[config.mk]
export PLATFORM = sky130hd
export DESIGN_NAME = escaped_name_decoder
export DESIGN_NICKNAME = d
export VERILOG_FILES = /design/src/rtl/endec_pkg.sv /design/src/rtl/endec_front.sv /design/src/rtl/endec_queue.sv /design/src/rtl/endec_back.sv /design/src/rtl/escaped_name_decoder.sv
export SDC_FILE = /design/constraint.sdc
export NUM_CORES = 1
export LEC_CHECK = 0
export BUFFER_PORTS_ARGS = -buffer_cell sky130_fd_sc_hd__buf_4
export CAP_MARGIN = 20
export CORE_UTILIZATION = 43
export CTS_CLUSTER_SIZE = 16
export DETAILED_ROUTE_END_ITERATION = 10
export GPL_ROUTABILITY_DRIVEN = 0
export REMOVE_ABC_BUFFERS = 1
export SYNTH_ARGS = -nofsm -noshare
export SYNTH_HDL_FRONTEND = slang
export SYNTH_SLANG_ARGS = --single-unit
export TNS_END_PERCENT = 50
[constraint.sdc]
create_clock -name i_clk -period 4.5 [get_ports i_clk]
set_input_delay 0.45 -clock i_clk [delete_from_list [all_inputs] [get_ports i_clk]]
set_output_delay 0.45 -clock i_clk [all_outputs]
set_load 0.005 [all_outputs]
[src/rtl/endec_pkg.sv]
// Shared types, constants and decode helpers for the escaped name decoder.
package endec_pkg;

    // Decode phase of the front end
    typedef enum logic [2:0] {
        PH_PLAIN = 3'd0,
        PH_ESC   = 3'd1,
        PH_HEX0  = 3'd2,
        PH_HEX1  = 3'd3,
        PH_UPPER = 3'd4
    } t_phase;

    // Decode modes
    localparam logic [1:0] MODE_DASH    = 2'd0;
    localparam logic [1:0] MODE_HEX     = 2'd1;
    localparam logic [1:0] MODE_LETTERS = 2'd2;
    localparam logic [1:0] MODE_ALT     = 2'd3;

    // Register map (byte addresses)
    localparam int          ADDR_W           = 3;
    localparam logic [ADDR_W-1:0] ADDR_ESCAPE_CHAR = 3'd0;
    localparam logic [ADDR_W-1:0] ADDR_DECODE_MODE = 3'd4;

    // Reset values of the registers
    localparam logic [7:0] RST_ESCAPE_CHAR = 8'd92;
    localparam logic [1:0] RST_DECODE_MODE = MODE_LETTERS;

    // Character codes
    localparam logic [7:0] CH_X_UP  = 8'h58;
    localparam logic [7:0] CH_X_LO  = 8'h78;
    localparam logic [7:0] CH_AT    = 8'h40;
    localparam logic [7:0] CH_COLON = 8'h3A;
    localparam logic [7:0] CH_DOT   = 8'h2E;
    localparam logic [7:0] CH_SEMI  = 8'h3B;
    localparam logic [7:0] CH_PLUS  = 8'h2B;
    localparam logic [7:0] CH_COMMA = 8'h2C;
    localparam logic [7:0] CH_SLASH = 8'h2F;
    localparam logic [7:0] CH_DASH  = 8'h2D;
    localparam logic [7:0] CH_U_LO  = 8'h75;

    // Queue between front and back
    localparam int Q_DEPTH = 4;
    localparam int Q_AW    = $clog2(Q_DEPTH);

    // One queue entry: the one or two bytes caused by one input transaction
    typedef struct packed {
        logic       two;     // second byte present
        logic [7:0] byte0;
        logic [7:0] byte1;
        logic       fin;     // input ended the string
    } t_entry;

    // Hex digit: {valid, value}
    function automatic logic [4:0] hex_digit(input logic [7:0] b);
        logic [4:0] r;
        r = 5'd0;
        if (b inside {[8'h30:8'h39]}) begin
            r = {1'b1, b[3:0]};
        end else if (b inside {[8'h61:8'h66], [8'h41:8'h46]}) begin
            r = {1'b1, b[3:0] + 4'd9};
        end
        return r;
    endfunction

    // ASCII upper case for a..z only
    function automatic logic [7:0] upper_case(input logic [7:0] b);
        logic [7:0] r;
        r = b;
        if (b inside {[8'h61:8'h7A]}) begin
            r = b - 8'd32;
        end
        return r;
    endfunction

    // Letter code map: {hit, mapped byte}
    function automatic logic [8:0] letter_code(input logic [7:0] b);
        logic [8:0] r;
        case (b)
            8'h61:   r = {1'b1, CH_AT};
            8'h63:   r = {1'b1, CH_COLON};
            8'h64:   r = {1'b1, CH_DOT};
            8'h68:   r = {1'b1, CH_SEMI};
            8'h6D:   r = {1'b1, CH_DASH};
            8'h70:   r = {1'b1, CH_PLUS};
            8'h76:   r = {1'b1, CH_COMMA};
            default: r = {1'b0, b};
        endcase
        return r;
    endfunction

endpackage

[src/rtl/endec_front.sv]
// Front end: accepts raw bytes, tracks the escape phase, builds queue entries.
module endec_front (
    input  logic                 i_clk,
    input  logic                 i_rst_n,
    input  logic                 i_valid,
    output logic                 o_ready,
    input  logic [7:0]           i_byte,
    input  logic                 i_last,
    input  logic [7:0]           i_escape_char,
    input  logic [1:0]           i_decode_mode,
    input  logic                 i_q_full,
    output logic                 o_push,
    output endec_pkg::t_entry    o_entry
);

    endec_pkg::t_phase r_phase, n_phase;
    logic [7:0]        r_hex, n_hex;

    logic       accept;
    logic [1:0] mode;
    logic       dash_map;
    logic       is_esc;
    logic       is_x;
    logic       is_u_code;
    logic [4:0] hd;
    logic [7:0] acc;
    logic       plain_emit;
    logic       plain_to_esc;
    logic [7:0] plain_out;
    logic [8:0] lc;
    logic [1:0] cnt;
    logic [7:0] b0, b1;

    assign o_ready = !i_q_full;
    assign accept  = i_valid && o_ready;

    // Shared decode terms
    always_comb begin
        mode         = (i_decode_mode == endec_pkg::MODE_ALT) ? endec_pkg::MODE_HEX
                                                               : i_decode_mode;
        dash_map     = (mode == endec_pkg::MODE_DASH) && (i_byte == endec_pkg::CH_DASH);
        is_esc       = (i_byte == i_escape_char);
        is_x         = i_byte inside {endec_pkg::CH_X_LO, endec_pkg::CH_X_UP};
        is_u_code    = (mode == endec_pkg::MODE_LETTERS) && !is_esc
                       && (i_byte == endec_pkg::CH_U_LO);
        hd           = endec_pkg::hex_digit(i_byte);
        acc          = {r_hex[3:0], hd[3:0]};
        plain_emit   = dash_map || !is_esc || i_last;
        plain_to_esc = !plain_emit;
        plain_out    = dash_map ? endec_pkg::CH_SLASH : i_byte;
        lc           = endec_pkg::letter_code(i_byte);
    end

    // Next state
    always_comb begin
        n_phase = endec_pkg::PH_PLAIN;
        n_hex   = r_hex;
        case (r_phase)
            endec_pkg::PH_ESC: begin
                if (is_x) begin
                    n_hex = 8'd0;
                    if (!i_last) n_phase = endec_pkg::PH_HEX0;
                end else if (is_u_code && !i_last) begin
                    n_phase = endec_pkg::PH_UPPER;
                end
            end
            endec_pkg::PH_HEX0, endec_pkg::PH_HEX1: begin
                if (hd[4]) begin
                    if (r_phase == endec_pkg::PH_HEX1 || i_last) begin
                        n_hex = 8'd0;
                    end else begin
                        n_phase = endec_pkg::PH_HEX1;
                        n_hex   = acc;
                    end
                end else begin
                    n_hex = 8'd0;
                    if (plain_to_esc) n_phase = endec_pkg::PH_ESC;
                end
            end
            endec_pkg::PH_UPPER: begin
                n_phase = endec_pkg::PH_PLAIN;
            end
            default: begin
                if (plain_to_esc) n_phase = endec_pkg::PH_ESC;
            end
        endcase
        if (i_last) begin
            n_phase = endec_pkg::PH_PLAIN;
            n_hex   = 8'd0;
        end
    end

    // Emitted bytes
    always_comb begin
        cnt = 2'd0;
        b0  = i_byte;
        b1  = i_byte;
        case (r_phase)
            endec_pkg::PH_ESC: begin
                if (is_x) begin
                    b0 = 8'd0;
                    if (i_last) cnt = 2'd1;
                end else if (is_u_code) begin
                    b0 = i_escape_char;
                    b1 = endec_pkg::CH_U_LO;
                    if (i_last) cnt = 2'd2;
                end else begin
                    cnt = 2'd1;
                    if (mode == endec_pkg::MODE_LETTERS && !is_esc && lc[8]) begin
                        b0 = lc[7:0];
                    end
                end
            end
            endec_pkg::PH_HEX0, endec_pkg::PH_HEX1: begin
                if (hd[4]) begin
                    b0 = acc;
                    if (r_phase == endec_pkg::PH_HEX1 || i_last) cnt = 2'd1;
                end else begin
                    // run cut short: gathered value, then the byte as plain unless it opens a new escape
                    b0  = r_hex;
                    b1  = plain_out;
                    cnt = plain_emit ? 2'd2 : 2'd1;
                end
            end
            endec_pkg::PH_UPPER: begin
                cnt = 2'd1;
                b0  = endec_pkg::upper_case(i_byte);
            end
            default: begin
                b0  = plain_out;
                cnt = plain_emit ? 2'd1 : 2'd0;
            end
        endcase
    end

    assign o_push        = accept && (cnt != 2'd0);
    assign o_entry.two   = (cnt == 2'd2);
    assign o_entry.byte0 = b0;
    assign o_entry.byte1 = b1;
    assign o_entry.fin   = i_last;

    // Phase and accumulator
    always_ff @(posedge i_clk) begin
        if (!i_rst_n) begin
            r_phase <= endec_pkg::PH_PLAIN;
            r_hex   <= 8'd0;
        end else if (accept) begin
            r_phase <= n_phase;
            r_hex   <= n_hex;
        end
    end

endmodule

[src/rtl/endec_queue.sv]
// Short queue of decoded entries between the front and back ends.
module endec_queue (
    input  logic              i_clk,
    input  logic              i_rst_n,
    input  logic              i_push,
    input  endec_pkg::t_entry i_entry,
    output logic              o_full,
    input  logic              i_pop,
    output logic              o_valid,
    output endec_pkg::t_entry o_head
);

    endec_pkg::t_entry r_mem [endec_pkg::Q_DEPTH];
    logic [endec_pkg::Q_AW-1:0] r_wptr, r_rptr;
    logic [endec_pkg::Q_AW:0]   r_count;

    logic do_push, do_pop;

    assign o_full  = (r_count == (endec_pkg::Q_AW+1)'(endec_pkg::Q_DEPTH));
    assign o_valid = (r_count != '0);
    assign o_head  = r_mem[r_rptr];
    assign do_push = i_push && !o_full;
    assign do_pop  = i_pop && o_valid;

    // Entry storage
    always_ff @(posedge i_clk) begin
        if (do_push) begin
            r_mem[r_wptr] <= i_entry;
        end
    end

    // Pointers and fill count
    always_ff @(posedge i_clk) begin
        if (!i_rst_n) begin
            r_wptr  <= '0;
            r_rptr  <= '0;
            r_count <= '0;
        end else begin
            if (do_push) r_wptr <= r_wptr + 1'b1;
            if (do_pop)  r_rptr <= r_rptr + 1'b1;
            case ({do_push, do_pop})
                2'b10:   r_count <= r_count + 1'b1;
                2'b01:   r_count <= r_count - 1'b1;
                default: r_count <= r_count;
            endcase
        end
    end

endmodule

[src/rtl/endec_back.sv]
// Back end: splits each queue entry into output transactions behind an output register.
module endec_back (
    input  logic              i_clk,
    input  logic              i_rst_n,
    input  logic              i_valid,
    input  endec_pkg::t_entry i_head,
    output logic              o_pop,
    output logic              o_tvalid,
    input  logic              i_tready,
    output logic [7:0]        o_tdata,
    output logic              o_tlast,
    output logic              o_tuser
);

    logic       r_sub;
    logic       r_ovalid;
    logic [7:0] r_obyte;
    logic       r_olast;
    logic       r_oend;

    logic       load;
    logic       run_end;

    assign load    = (!r_ovalid || i_tready) && i_valid;
    assign run_end = !i_head.two || r_sub;
    assign o_pop   = load && run_end;

    assign o_tvalid = r_ovalid;
    assign o_tdata  = r_obyte;
    assign o_tlast  = r_olast;
    assign o_tuser  = r_oend;

    // Control: output valid and which byte of the head entry is next
    always_ff @(posedge i_clk) begin
        if (!i_rst_n) begin
            r_ovalid <= 1'b0;
            r_sub    <= 1'b0;
        end else begin
            if (load) begin
                r_ovalid <= 1'b1;
                r_sub    <= !run_end;
            end else if (i_tready) begin
                r_ovalid <= 1'b0;
            end
        end
    end

    // Output payload
    always_ff @(posedge i_clk) begin
        if (load) begin
            r_obyte <= r_sub ? i_head.byte1 : i_head.byte0;
            r_olast <= run_end;
            r_oend  <= run_end && i_head.fin;
        end
    end

endmodule

[src/rtl/escaped_name_decoder.sv]
// Top level of the escaped name decoder: config registers, front, queue, back.
//
// Takes one escaped byte per cycle on the input stream and never stalls while
// the queue has room; each input yields zero, one or two decoded bytes, and the
// output register sends one byte per cycle while m_axis_tready is high, so an
// input that yields two bytes sends them as two separate output transfers. A byte
// passes through the queue and then the output register before it is presented
// on the output. The four-entry queue between the front end and the output stage
// absorbs the second bytes and output stalls; input ready falls only when it is
// full. Registers: escape character at byte address 0 (reset 0x5C), decode mode
// at address 4 (reset 2); write them only while no decoding is in progress.
module escaped_name_decoder (
    input  logic                         i_clk,
    input  logic                         i_rst_n,
    // input stream
    input  logic                         s_axis_tvalid,
    output logic                         s_axis_tready,
    input  logic [7:0]                   s_axis_tdata,   // [7:0] in_byte
    input  logic                         s_axis_tlast,   // in_last
    // output stream
    output logic                         m_axis_tvalid,
    input  logic                         m_axis_tready,
    output logic [7:0]                   m_axis_tdata,   // [7:0] out_byte
    output logic                         m_axis_tlast,   // run_last
    output logic                         m_axis_tuser,   // string_end
    // configuration
    input  logic                         psel,
    input  logic                         penable,
    input  logic                         pwrite,
    input  logic [endec_pkg::ADDR_W-1:0] paddr,
    input  logic [31:0]                  pwdata,
    output logic [31:0]                  prdata,
    output logic                         pready
);

    logic [7:0] r_escape_char;
    logic [1:0] r_decode_mode;

    logic              wr_en;
    logic              q_full;
    logic              q_push;
    logic              q_pop;
    logic              q_valid;
    endec_pkg::t_entry fe_entry;
    endec_pkg::t_entry q_head;

    assign pready = 1'b1;
    assign wr_en  = psel && penable && pwrite && pready;

    // Configuration registers
    always_ff @(posedge i_clk) begin
        if (!i_rst_n) begin
            r_escape_char <= endec_pkg::RST_ESCAPE_CHAR;
            r_decode_mode <= endec_pkg::RST_DECODE_MODE;
        end else if (wr_en) begin
            case (paddr)
                endec_pkg::ADDR_ESCAPE_CHAR: r_escape_char <= pwdata[7:0];
                endec_pkg::ADDR_DECODE_MODE: r_decode_mode <= pwdata[1:0];
                default: ;
            endcase
        end
    end

    // Register readback
    always_comb begin
        case (paddr)
            endec_pkg::ADDR_ESCAPE_CHAR: prdata = {24'd0, r_escape_char};
            endec_pkg::ADDR_DECODE_MODE: prdata = {30'd0, r_decode_mode};
            default:                     prdata = 32'd0;
        endcase
    end

    endec_front u_front (
        .i_clk         (i_clk),
        .i_rst_n       (i_rst_n),
        .i_valid       (s_axis_tvalid),
        .o_ready       (s_axis_tready),
        .i_byte        (s_axis_tdata),
        .i_last        (s_axis_tlast),
        .i_escape_char (r_escape_char),
        .i_decode_mode (r_decode_mode),
        .i_q_full      (q_full),
        .o_push        (q_push),
        .o_entry       (fe_entry)
    );

    endec_queue u_queue (
        .i_clk   (i_clk),
        .i_rst_n (i_rst_n),
        .i_push  (q_push),
        .i_entry (fe_entry),
        .o_full  (q_full),
        .i_pop   (q_pop),
        .o_valid (q_valid),
        .o_head  (q_head)
    );

    endec_back u_back (
        .i_clk    (i_clk),
        .i_rst_n  (i_rst_n),
        .i_valid  (q_valid),
        .i_head   (q_head),
        .o_pop    (q_pop),
        .o_tvalid (m_axis_tvalid),
        .i_tready (m_axis_tready),
        .o_tdata  (m_axis_tdata),
        .o_tlast  (m_axis_tlast),
        .o_tuser  (m_axis_tuser)
    );

endmodule
[Word-level counts from Yosys, hierarchy flattened]
Memory sizes are Yosys's and may differ from the RTL's. A register that Yosys moved wholly into a read port is not among the register bits.
Cells that the tools add are included.
Operators by class
  reductions and logical operators: 42
  eq/ne operators: 24
  muxes and demuxes: 45
  add/subtract/negate cells: 6
  order comparisons: 7
Operators by type and width (number)
  8-bit 2-to-1 mux: 14
  8-bit by 7-bit equality test with 1-bit output, second input constant: 10
  9-bit one-hot mux with 7 select lines: 1
  8-bit one-hot mux with 2 select lines: 3
  8-bit by 7-bit <= comparator with 1-bit output, second input constant: 3
  8-bit one-hot mux with 3 select lines: 1
  1-bit logical AND: 18
  2-bit 2-to-1 mux: 9
  8-bit by 7-bit greater-or-equal comparator with 1-bit output, second input constant: 2
  3-bit 2-to-1 mux: 4
  5-bit 2-to-1 mux: 2
  2-bit nonzero test: 5
  3-bit equality test, second input constant: 3
  3-bit one-hot mux with 3 select lines: 1
  2-bit equality test, second input constant: 4
  8-bit by 6-bit equality test with 1-bit output, second input constant: 1
  8-bit equality test: 1
  8-bit by 6-bit greater-or-equal comparator with 1-bit output, second input constant: 1
  8-bit by 6-bit <= comparator with 1-bit output, second input constant: 1
  1-bit 2-to-1 mux: 8
  8-bit by 6-bit subtractor with 8-bit output, second input constant: 1
  3-bit by 2-bit equality test with 1-bit output, second input constant: 2
  1-bit logical NOT: 6
  2-bit one-hot mux with 3 select lines: 1
  15 further kinds: 22
Storage, ports and cells
  bits in registers: 40
  RAM bits: 72
  memories: 1
Memories
  u_queue.r_mem: words 4, bits a word 18, read ports 1, clocked after Yosys merged registers in 1, write ports 1, line endec_queue.sv:13  | endec_pkg::t_entry r_mem [endec_pkg::Q_DEPTH];

[Logic depth before layout (Yosys ltp)]
Gate-level depths: netlist of the first run.
  depth in word-level cells: 14
  gate-level depth with buffers: 14
  mapped depth without buffers: 14

[Hierarchy]
A second synthesis of the first run with hierarchy kept.
Second synthesis, totals
  cell total of the unflattened synthesis: 500
  area total of the unflattened synthesis: 6083.3 um^2
Modules (own cells, without submodules)
  endec_queue: times used 1, cells an instance 146, area an instance 3136.8 um^2
  endec_front: times used 1, cells an instance 235, area an instance 1720.4 um^2
  escaped_name_decoder: times used 1, cells an instance 86, area an instance 714.4 um^2
  endec_back: times used 1, cells an instance 33, area an instance 511.7 um^2

[Least setup slack after synthesis of the first run]
No wires, ideal clock.
  path type: in2reg
  start point: input port s_axis_tdata[0]
  end point: register u_queue.r_count[2] (netlist name)
  library setup time: 0.070 ns
  data required time: 4.430 ns
  path buffers: 1
  data arrival time: 3.391 ns
  path slack: 1.040 ns
  cell stages on the path: 14
  cell sequence: clkbuf_1 -> inv_1 -> ha_1 -> o21ba_2 -> o211ai_1 -> o21ai_4 -> a21oi_2 -> o41a_1 -> inv_1 -> ha_1 -> fa_1 -> xnor2_1 -> or3_1 -> a21oi_1
Between the ends
  word-level cells in the longest chain between the ends: 12
  elaborated cells on any way between the ends: 37
RTL lines
  from (decl): line escaped_name_decoder.sv:18  | input logic [7:0] s_axis_tdata,
  8-bit by 7-bit greater-or-equal comparator with 1-bit output, or another cell as far along: line endec_pkg.sv:59  | end else if (b inside {[8'h61:8'h66], [8'h41:8'h46]}) begin
  1-bit logical AND, or another cell as far along: line endec_pkg.sv:59
  2-bit nonzero test, or another cell as far along: line endec_pkg.sv:59
  5-bit 2-to-1 mux, or another cell as far along: line endec_pkg.sv:59
  5-bit 2-to-1 mux, or another cell as far along: line endec_pkg.sv:57  | if (b inside {[8'h30:8'h39]}) begin
  2-bit 2-to-1 mux (on tied branches): line endec_front.sv:115, endec_front.sv:100
  2-bit one-hot mux with 3 select lines (*): line endec_front.sv:98  | case (r_phase)
  2-bit nonzero test (*): line endec_front.sv:136  | assign o_push = accept && (cnt != 2'd0);
  1-bit logical AND (*): line endec_front.sv:136
  1-bit logical AND (*): line endec_queue.sv:22  | assign do_push = i_push && !o_full;
  2-bit by 1-bit equality test with 1-bit output / 2-bit equality test (equally long branches): line endec_queue.sv:41  | case ({do_push, do_pop})
  3-bit one-hot mux with 2 select lines / 2-bit nonzero test (equally long branches)
  to (signal assigned): line endec_queue.sv:42  | 2'b10: r_count <= r_count + 1'b1;
  to (signal assigned): line endec_queue.sv:43  | 2'b01: r_count <= r_count - 1'b1;
  to (signal assigned): line endec_queue.sv:44  | default: r_count <= r_count;
  to (decl): line endec_queue.sv:15  | logic [endec_pkg::Q_AW:0] r_count;
Every way passes the cells marked *; elsewhere a longest branch is shown, timed or not.
A chain may end at the register's enable or synchronous reset.

[Worst setup path in the final report of the first run]
Ends and elaborated chain as after synthesis.

==> results of run 1 <==
-- cell families (layout without fill, tap and decap cells) --
kind of cell	count (synthesis)	in the layout	synth area share
XOR/XNOR	16	16	0.0238
other	2	25	0.00127
AO/OA/AOI/OAI	91	91	0.105
multiplexers	36	36	0.101
AND/OR/NAND/NOR	174	174	0.145
flip-flops	114	114	0.527
adder cells (fa/ha/maj)	15	15	0.0327
buffers and inverters	72	100	0.0639
-- cell type report --
type                       count  area share
inverter                      16     0.00883
timing repair buffer          53      0.0585
clock buffer                  18      0.0631
tap                          176      0.0324
multi-input combinational    357       0.367
sequential                   114       0.456
clock inverter                13      0.0142
-- report_power, final --
group          switching [mW]  total (mW)  internal (mW)
logic                   0.334       0.648          0.314
registers              0.0677        1.39           1.32
clock network           0.442        1.18          0.740
-- tightest hold or removal path, cell delays in order --
cell and delay (ns):
buf_4 0.08, nand2_1 0.03, nand3_1 0.06
-- synthesized netlist by cell type, types with 11 or more instances --
library cell / n
a21oi_1: 22
and2_1: 14
buf_4: 25
clkbuf_1: 25
dfxtp_1: 32
edfxtp_1: 82
ha_1: 13
inv_1: 16
mux4_2: 18
nand2_1: 57
nor2_1: 44
nor3_1: 11
o21ai_0: 18
xnor2_1: 12
-- state kept, by name, summed over array words and instances (netlist names), named ones only --
register,cells
r_decode_mode,2
r_escape_char,8
u_back.o_tdata,8
u_back.o_tlast,1
u_back.o_tuser,1
u_back.o_tvalid,1
u_back.r_sub,1
u_front.r_hex,8
u_front.r_phase,3
u_queue.r_count,3
u_queue.r_mem,72
u_queue.r_rptr,2
u_queue.r_wptr,2
-- through the flow --
| step | utilization | worst slack (ns) | power, mW | cell area [sq um] |
|---|---|---|---|---|
| floorplan | - | 1.31 | 1.80 | 5660 |
| global placement | 0.472 | 0.689 | 2.05 | 6280 |
| detailed placement | 0.472 | 0.648 | 2.07 | 6280 |
| CTS | 0.512 | 1.05 | 3.26 | 6800 |
| global route | 0.512 | 0.731 | 3.37 | 6800 |
| finish | 0.512 | 0.943 | 3.22 | 6800 |
-- layer usage --
metal,wire (um),vias to the layer above,track usage
li1,-,1932,-
met1,5450,1969,0.242
met2,6340,170,0.326
met3,706,33,0.0455
met4,386,0,0.0894
met5,0,-,0
-- worst max path at each step --
stage | cells past startpoint | start | endpoint
2_1_floorplan | 13 | s_axis_tdata[0] | u_queue.r_count[2]$_SDFFE_PN0P_
3_3_place_gp | 14 | s_axis_tdata[0] | u_queue.r_count[2]$_SDFFE_PN0P_
3_5_place_dp | 14 | s_axis_tdata[0] | u_queue.r_count[2]$_SDFFE_PN0P_
4_1_cts | 14 | s_axis_tdata[0] | u_queue.r_count[2]$_SDFFE_PN0P_
5_1_grt | 14 | s_axis_tdata[0] | u_queue.r_count[2]$_SDFFE_PN0P_
6_report | 14 | s_axis_tdata[0] | u_queue.r_count[2]$_SDFFE_PN0P_
==> flow_summary.yaml, run 1 <==
outcome:
  status: "complete, no violations"
cells_and_area:
  final_cell_mix: "edfxtp_1 (82), nand2_1 (57), buf_4 (53)"
  final_cells: 747
  mostFrequentLayoutCell: "edfxtp_1"
  fill_cells: 1190
  multiInputGateArea_sq_um: 2500
  antenna-diode-count: 0
  nNetsFinal: 624
  area_growth_pct: 15.5
  final_layout_size_suffix_gt1_frac: 0.200
  seq_area_sq_um: 3100
detailed_routing:
  drtIter0Drc: 354
  vias: 4104
  wl_um: 12900
  drc: 0
  drt-vias-per-instance: 5.49
  dr.pass1.iters: 7
  ant_nets: 0
  avgRoutedWirePerCell_um: 17.2
floorplanning:
  dieWidth_um: 119
  die_h_um: 119
  io_pins: 96
  core_area_sq_um: 13300
  die_area_sq_um: 14200
  initial_core_util: 0.443
  fp-row-count: 42
hold_path:
  holdPathEnd: "r_escape_char[2]$_SDFFE_PN1P_"
  min-delay-start: "pwdata[2]"
  min_path_type: "in -> reg"
  hold_depth: 3
sta:
  slew_viol_final: 0
  finalSetupViolations: 0
  rsz0062_at_grt: "no"
  timing.slew.headroom: 0.474
  hold_ws_ns: 0.245
  clock.fmax_mhz: 281
  period_minus_slack_ns: 3.56
  hold_viol: 0
  worstMarginPinSlew_ns: 0.788
  fin_setup_tns_ns: 0
  fin_crit_sh: 0.790
  clock_skew_ns: 0.00812
clock_tree:
  clock_latency_ns: 0.41
  cts_setup_buffers: 0
  clock_path_buffers: 2
  h-tree-depth: 4
  clockRootBuffer: "clkbuf_16"
  clkSinkCount: 114
  cts_tree: "done"
  postCtsHoldBufs: 0
  cts_resized: 0
  cts-buffers-inserted: 17
  path_clk_slew_ns: 0.05
setup_path:
  critPathKind: "in -> reg"
  cpMaxStageDelayCell: "nor3b_1"
  cp-start-kind: "input port"
  critPathMaxStageDelay_ns: 0.53
  rrSetupSlack_ns: 1.29
  crit_path_cell_trace: "buf_4 > inv_1 > ha_1 > nor3b_1 > a311o_1 > o21ai_4 > a21oi_2 > o41a_1 > inv_1 > ha_1 > fa_1 > xnor2_1 > or3_1 > a21oi_1"
  critical_path_buf_inv_count: 3
  worstPathMaxFanout: 14
  r2r_end: "u_queue.r_count[2]$_SDFFE_PN0P_"
  cp_top_family: "compound AO/OA/AOI/OAI gates"
  critPathRequiredTime_ns: 4.83
  endpoint_kind: "flop"
  worstPathArrival_ns: 3.88
  r2r_cells: 10
  reg2reg_from: "u_front.r_phase[2]$_SDFFE_PN0P_"
yosys:
  ys.warnings.count: 0
  ys_top_cells_by_area: "edfxtp_1 (42%), dfxtp_1 (11%), mux4_2 (6.9%), nand2_1 (3.6%), buf_4 (3.2%)"
  avgSynthCellArea_sq_um: 11.3
  synthFlopType: "edfxtp_1"
  yosysSeqAreaShare: 0.527
  synth.top_cell.area_share: 0.418
  synth_edf_count: 82
  synth_area_sq_um: 5890
  synthArstFlopShare: 0
  yosys.area.top_type: "edfxtp_1"
  syn_inst: 520
  ys_types: 64
  synth-seq-cells: 114
place:
  port_buffers: 46
  place_hpwl_um: 8910
  place_inst: 716
grt:
  grt_pass1_wl_um: 21000
  antenna_found_initial: 0
  grt_pass1_vias: 4068
  grt.overflow.total: 0
  grt_max_degree: 26
  track_usage: 0.196
power:
  power.density_nw_per_um2: 473
  leakagePower_nw: 2.45
  ir_drop_mv: 0.214
job:
  max-cap-violations: 0
No activity file was read; power rests on OpenSTA's default activity.
==> inputs of run 2 (changes only) <==
--- a/config.mk
+++ b/config.mk
@@ -5,6 +5,7 @@
 export SDC_FILE = /design/constraint.sdc
 export NUM_CORES = 1
 export LEC_CHECK = 0
+export ABC_AREA = 1
 export BUFFER_PORTS_ARGS = -buffer_cell sky130_fd_sc_hd__buf_4
 export CAP_MARGIN = 20
 export CORE_UTILIZATION = 43
==> constraint.sdc (replaced) <==
create_clock -name i_clk -period 3.6 [get_ports i_clk]
set_input_delay 0.36 -clock i_clk [delete_from_list [all_inputs] [get_ports i_clk]]
set_output_delay 0.36 -clock i_clk [all_outputs]
set_load 0.005 [all_outputs]
==> flow_summary.yaml, run 2 <==
grt:
  track_usage: 0.211
  grt.overflow.total: 0
  grt_max_degree: 38
  antenna_found_initial: 0
  grt_pass1_vias: 4503
  grt_pass1_wl_um: 22900
place:
  place_area_sq_um: 6420
  port_buffers: 46
  place_hpwl_um: 9930
  post-place-ws_ns: 0.423
  place_inst: 903
detailed_routing:
  wl_um: 14300
  vias: 4867
  drt-vias-per-instance: 5.21
  drtIter0Drc: 449
  dr.pass1.iters: 5
  ant_nets: 0
  avgRoutedWirePerCell_um: 15.3
  drc: 0
sta:
  clock.fmax_mhz: 353
  hold_viol: 0
  clock_skew_ns: 0.00813
  fin_crit_sh: 0.787
  slew_viol_final: 0
  rsz0062_at_grt: "no"
  fin_setup_tns_ns: 0
  finalSetupViolations: 0
  period_minus_slack_ns: 2.83
  layout_setup_ws_ns: 0.768
  timing.slew.headroom: 0.645
  worstMarginPinSlew_ns: 0.530
floorplanning:
  io_pins: 96
  die_h_um: 120
  initial_core_util: 0.447
  dieWidth_um: 120
  die_area_sq_um: 14500
  fp-row-count: 42
  core_area_sq_um: 13500
yosys:
  avgSynthCellArea_sq_um: 8.60
  ys.warnings.count: 0
  synthFlopType: "edfxtp_1"
  yosysMostFrequentCell: "nand2_1"
  synthTopCellsByCount: "nand2_1 (117), nor2_1 (111), edfxtp_1 (82), o21ai_0 (72), inv_1 (61)"
  syn_inst: 699
  yosysSeqAreaShare: 0.516
  ys_types: 42
  ys_top_cells_by_area: "edfxtp_1 (41%), dfxtp_1 (11%), nand2_1 (7.3%), nor2_1 (6.9%), o21ai_0 (6.0%)"
  synth.top_cell.area_share: 0.409
  synthArstFlopShare: 0
  yosys.area.top_type: "edfxtp_1"
  synth_area_sq_um: 6010
  synth-seq-cells: 114
  synth_edf_count: 82
setup_path:
  critPathKind: "reg -> reg"
  critical_path_buf_inv_count: 2
  startpoint: "u_front.r_phase[2]$_SDFFE_PN0P_"
  r2r_cells: 14
  worstPathArrival_ns: 3.13
  critPathRequiredTime_ns: 3.89
  rrSetupSlack_ns: 0.77
  cpMaxStageDelayCell: "nor2_1"
  worstPathMaxFanout: 12
  cp_top_family: "simple AND/OR/NAND/NOR gates"
  cp-start-kind: "flop"
  critPathMaxStageDelay_ns: 0.39
  reg2reg_from: "u_front.r_phase[2]$_SDFFE_PN0P_"
  r2r_end: "u_queue.r_count[2]$_SDFFE_PN0P_"
  endpoint_kind: "flop"
  crit_top_cell: "nor2_1"
  crit_path_cell_trace: "nor2_1 > buf_4 > nor2_1 > inv_1 > nor2_1 > nand2_1 > nand3_1 > o21ai_4 > ha_1 > fa_1 > a21oi_1 > o21ai_0 > o21ai_0 > a21oi_1"
cells_and_area:
  antenna-diode-count: 0
  final_cells: 935
  top_register: "u_queue.r_mem"
  nNetsFinal: 811
  final_layout_size_suffix_gt1_frac: 0.162
  mostFrequentLayoutCell: "nand2_1"
  design_area_sq_um: 7050
  largest_register_ffs: 72
  final_util: 0.524
  final_cell_mix: "nand2_1 (117), nor2_1 (111), edfxtp_1 (82)"
  area_growth_pct: 17.2
power:
  ir_drop_mv: 0.327
  power.density_nw_per_um2: 637
  leakagePower_nw: 2.89
clock_tree:
  h-tree-depth: 4
  clock_latency_ns: 0.41
  path_clk_slew_ns: 0.06
  cts_setup_buffers: 0
  cts_tree: "done"
  clock_path_buffers: 2
  cts_resized: 0
  clockRootBuffer: "clkbuf_16"
  cts-buffers-inserted: 17
  postCtsHoldBufs: 0
  clkSinkCount: 114
job:
  max-cap-violations: 0
hold_path:
  min-delay-start: "pwdata[4]"
  min_path_type: "in -> reg"
  holdPathEnd: "r_escape_char[4]$_SDFFE_PN1P_"
  hold_depth: 3
outcome:
  status: "complete, no violations"
==> run 2: cell types whose count changed after synthesis, moves of 9 or more <==
cell and delta:
o22ai_1 +11, nor2_1 +67, o21ai_0 +54, mux2i_1 -10, a21oi_1 +21, nand3_1 +28
and2_1 -14, mux4_2 -18, nand2_1 +60, xnor2_1 -10, inv_1 +45, nor3_1 -9
==> run 2: through the flow <==
| step | hold WS, ns | total power, mW |
|---|---|---|
| 2_1_floorplan | 0.436 | 2.33 |
| 3_3_place_gp | 0.452 | 2.73 |
| 3_5_place_dp | 0.462 | 2.76 |
| 4_1_cts | 0.143 | 4.54 |
| 5_1_grt | 0.147 | 4.74 |
| 6_report | 0.158 | 4.49 |
==> run 2: logic make-up after synthesis <==
logic type | synth area share
DFF | 0.516
buffers and inverters | 0.0988
adders and majority gates | 0.0304
other | 0.00125
xor gates and xnor gates | 0.00583
AOI/OAI and AO/OA | 0.140
and+or+nand+nor | 0.208
==> run 2: routing by layer <==
layer / wire length, um / vias up / GRT usage
met5: 0 / - / 0
met4: 343 / 0 / 0.0941
met3: 959 / 26 / 0.0524
met2: 6760 / 193 / 0.345
met1: 6200 / 2265 / 0.263
li1: - / 2383 / -
==> run 2: worst max-delay path by stage <==
stage | depth (start not counted) | slack, ns | to
after floorplan | 11 | 0.87 | u_queue.r_mem[0][0]$_DFFE_PP_
after global placement | 16 | 0.42 | u_queue.r_count[2]$_SDFFE_PN0P_
after detailed placement | 16 | 0.42 | u_queue.r_count[2]$_SDFFE_PN0P_
after CTS | 16 | 0.79 | u_queue.r_count[2]$_SDFFE_PN0P_
after global routing | 14 | 0.54 | u_queue.r_count[2]$_SDFFE_PN0P_
final | 14 | 0.77 | u_queue.r_count[2]$_SDFFE_PN0P_
==> run 2: area by class of cell <==
class | instances | area, sq um
fillers | 1256 | 6400
flip-flops and latches | 114 | 3100
multi-input cells | 485 | 2400
clock buffers | 17 | 425
repair buffers | 56 | 420
inverters | 72 | 273
well taps | 176 | 220
clock inverters | 15 | 206
==> run 2: power by group <==
part | internal, mW | switching [mW] | leakage (nW) | total [mW]
registers | 1.65 | 0.0558 | 1.02 | 1.71
logic | 0.355 | 0.653 | 1.56 | 1.01
clock network | 1.16 | 0.610 | 0.304 | 1.77
total | 3.17 | 1.32 | 2.89 | 4.49
==> run 2: worst register-to-register path, stage by stage, from the launching register on <==
cell     delay (ns)
dfxtp_1        0.38
nor2_1         0.07
buf_4          0.18
nor2_1         0.14
inv_1          0.08
nor2_1         0.39
nand2_1        0.16
nand3_1        0.16
o21ai_4        0.11
ha_1           0.23
fa_1           0.38
a21oi_1        0.12
o21ai_0        0.11
o21ai_0        0.15
a21oi_1        0.06
==> inputs of run 3 (changes only) <==
==> constraint.sdc (replaced) <==
create_clock -name i_clk -period 2.9 [get_ports i_clk]
set_input_delay 0.29 -clock i_clk [delete_from_list [all_inputs] [get_ports i_clk]]
set_output_delay 0.29 -clock i_clk [all_outputs]
set_load 0.005 [all_outputs]
==> flow_summary.yaml, run 3 (same netlist as run 2, synthesis figures left out) <==
detailed_routing:
  wl_um: 14700
  ant_nets: 0
  drc: 0
  dr.pass1.iters: 5
  avgRoutedWirePerCell_um: 15.2
  vias: 4919
  drt-vias-per-instance: 5.09
  drtIter0Drc: 444
hold_path:
  min-delay-start: "pwdata[2]"
  min_path_type: "in -> reg"
floorplanning:
  fp-row-count: 42
  die_area_sq_um: 14500
  initial_core_util: 0.447
  die_h_um: 120
  io_pins: 96
  core_area_sq_um: 13500
  dieWidth_um: 120
cells_and_area:
  top_register: "u_queue.r_mem"
  design_area_sq_um: 7230
  fill_cells: 1243
  final_layout_size_suffix_gt1_frac: 0.187
  antenna-diode-count: 0
  nNetsFinal: 842
  final_util: 0.537
  area_growth_pct: 20.2
  mostFrequentLayoutCell: "nand2_1"
  largest_register_ffs: 72
  final_cell_mix: "nand2_1 (117), nor2_1 (111), buf_4 (85)"
clock_tree:
  postCtsHoldBufs: 0
  cts-buffers-inserted: 17
  clock_path_buffers: 2
  path_clk_slew_ns: 0.05
  clock_latency_ns: 0.41
  h-tree-depth: 4
  cts_tree: "done"
  cts_resized: 0
  clkSinkCount: 114
  clockRootBuffer: "clkbuf_16"
  cts_setup_buffers: 0
sta:
  worstMarginPinSlew_ns: 0.548
  rsz0062_at_grt: "no"
  hold_ws_ns: 0.0921
  timing.slew.headroom: 0.631
  hold_viol: 0
  layout_setup_ws_ns: 0.319
  finalSetupViolations: 0
  clock_skew_ns: 0.0116
  fin_setup_tns_ns: 0
  clock.fmax_mhz: 387
  fin_crit_sh: 0.890
  period_minus_slack_ns: 2.58
  slew_viol_final: 0
job:
  max-cap-violations: 0
setup_path:
  critPathRequiredTime_ns: 3.19
  crit_path_cell_trace: "inv_1 > nand2_1 > nand2_1 > nor2_1 > nand2_1 > nor2_2 > nand2_2 > nand2_2 > nand3_2 > nand2_2 > o21ai_4 > ha_1 > fa_1 > a21oi_1 > o21ai_0 > o21ai_0 > a21oi_1"
  critPathKind: "reg -> reg"
  endpoint_kind: "flop"
  cp_top_family: "simple AND/OR/NAND/NOR gates"
  startpoint: "r_escape_char[5]$_SDFFE_PN0P_"
  worstPathMaxFanout: 4
  critical_path_buf_inv_count: 1
  cpMaxStageDelayCell: "dfxtp_1"
  cp-start-kind: "flop"
  critPathMaxStageDelay_ns: 0.42
  reg2reg_from: "r_escape_char[5]$_SDFFE_PN0P_"
  worstPathArrival_ns: 2.87
grt:
  track_usage: 0.215
  grt.overflow.total: 0
  grt_pass1_wl_um: 23400
  grt_pass1_vias: 4700
  antenna_found_initial: 0
  grt_max_degree: 29
place:
  place_area_sq_um: 6680
  place_hpwl_um: 10800
  post-place-ws_ns: 0.0379
  port_buffers: 46
power:
  leakagePower_nw: 3.01
  ir_drop_mv: 0.365
  power.density_nw_per_um2: 746
outcome:
  status: "complete, no violations"
## run 3: changes by cell type in the layout (fill, tap and decap cells not counted), sizes merged
| cell | previous run | this run |
|---|---|---|
| bufinv | 4 | 2 |
| clkbuf | 17 | 19 |
| buf | 56 | 87 |
| inv | 73 | 71 |
| clkinv | 8 | 12 |
| clkinvlp | 2 | 0 |
## run 3: final cells by class
class                           instances  area, sq um  area share
Timing Repair Buffer                   87          678      0.0938
Clock inverter                         13          118      0.0163
Multi-Input combinational cell        485         2400       0.332
Inverter                               72          273      0.0377
Sequential cell                       114         3100       0.429
Tap cell                              176          220      0.0305
Clock buffer                           19          433      0.0599
## run 3: layer usage
layer	vias up	GRT usage	share of wire
met3	35	0.0552	0.061
met1	2266	0.263	0.42
li1	2451	-	-
met4	0	0.103	0.028
met5	-	0	0
met2	167	0.353	0.49
## run 3: final timing paths
| check | endpoint | slack (ns) | cells after the start |
|---|---|---|---|
| worst min-delay path | r_escape_char[2]$_SDFFE_PN1P_ | 0.09 | 3 |
| worst min register to register | u_front.r_hex[6]$_SDFFE_PN0P_ | 0.46 | 2 |
| worst max register to register | u_queue.r_count[2]$_SDFFE_PN0P_ | 0.32 | 17 |
| worst max-delay path | u_queue.r_count[2]$_SDFFE_PN0P_ | 0.32 | 17 |
## run 3: stage by stage
stage                     instances  power (mW)
after detailed placement        934        3.50
after floorplan                 671        2.89
after global routing            966        5.69
after global placement          934        3.46
after CTS                       966        5.45
final                           966        5.39
## run 3: power breakdown
part | internal [mW] | switching [mW]
Sequential | 2.05 | 0.0740
Clock | 1.24 | 0.701
Combinational | 0.497 | 0.826
Total | 3.79 | 1.60
## run 3: worst register-to-register path: cells and delay by family, from the launching register on
family	cells	cell delay (ns)
AOI/OAI and AO/OA	5	0.51
adders and majority gates	2	0.61
buffers and inverters	1	0.14
DFF	1	0.42
and+or+nand+nor	9	0.76
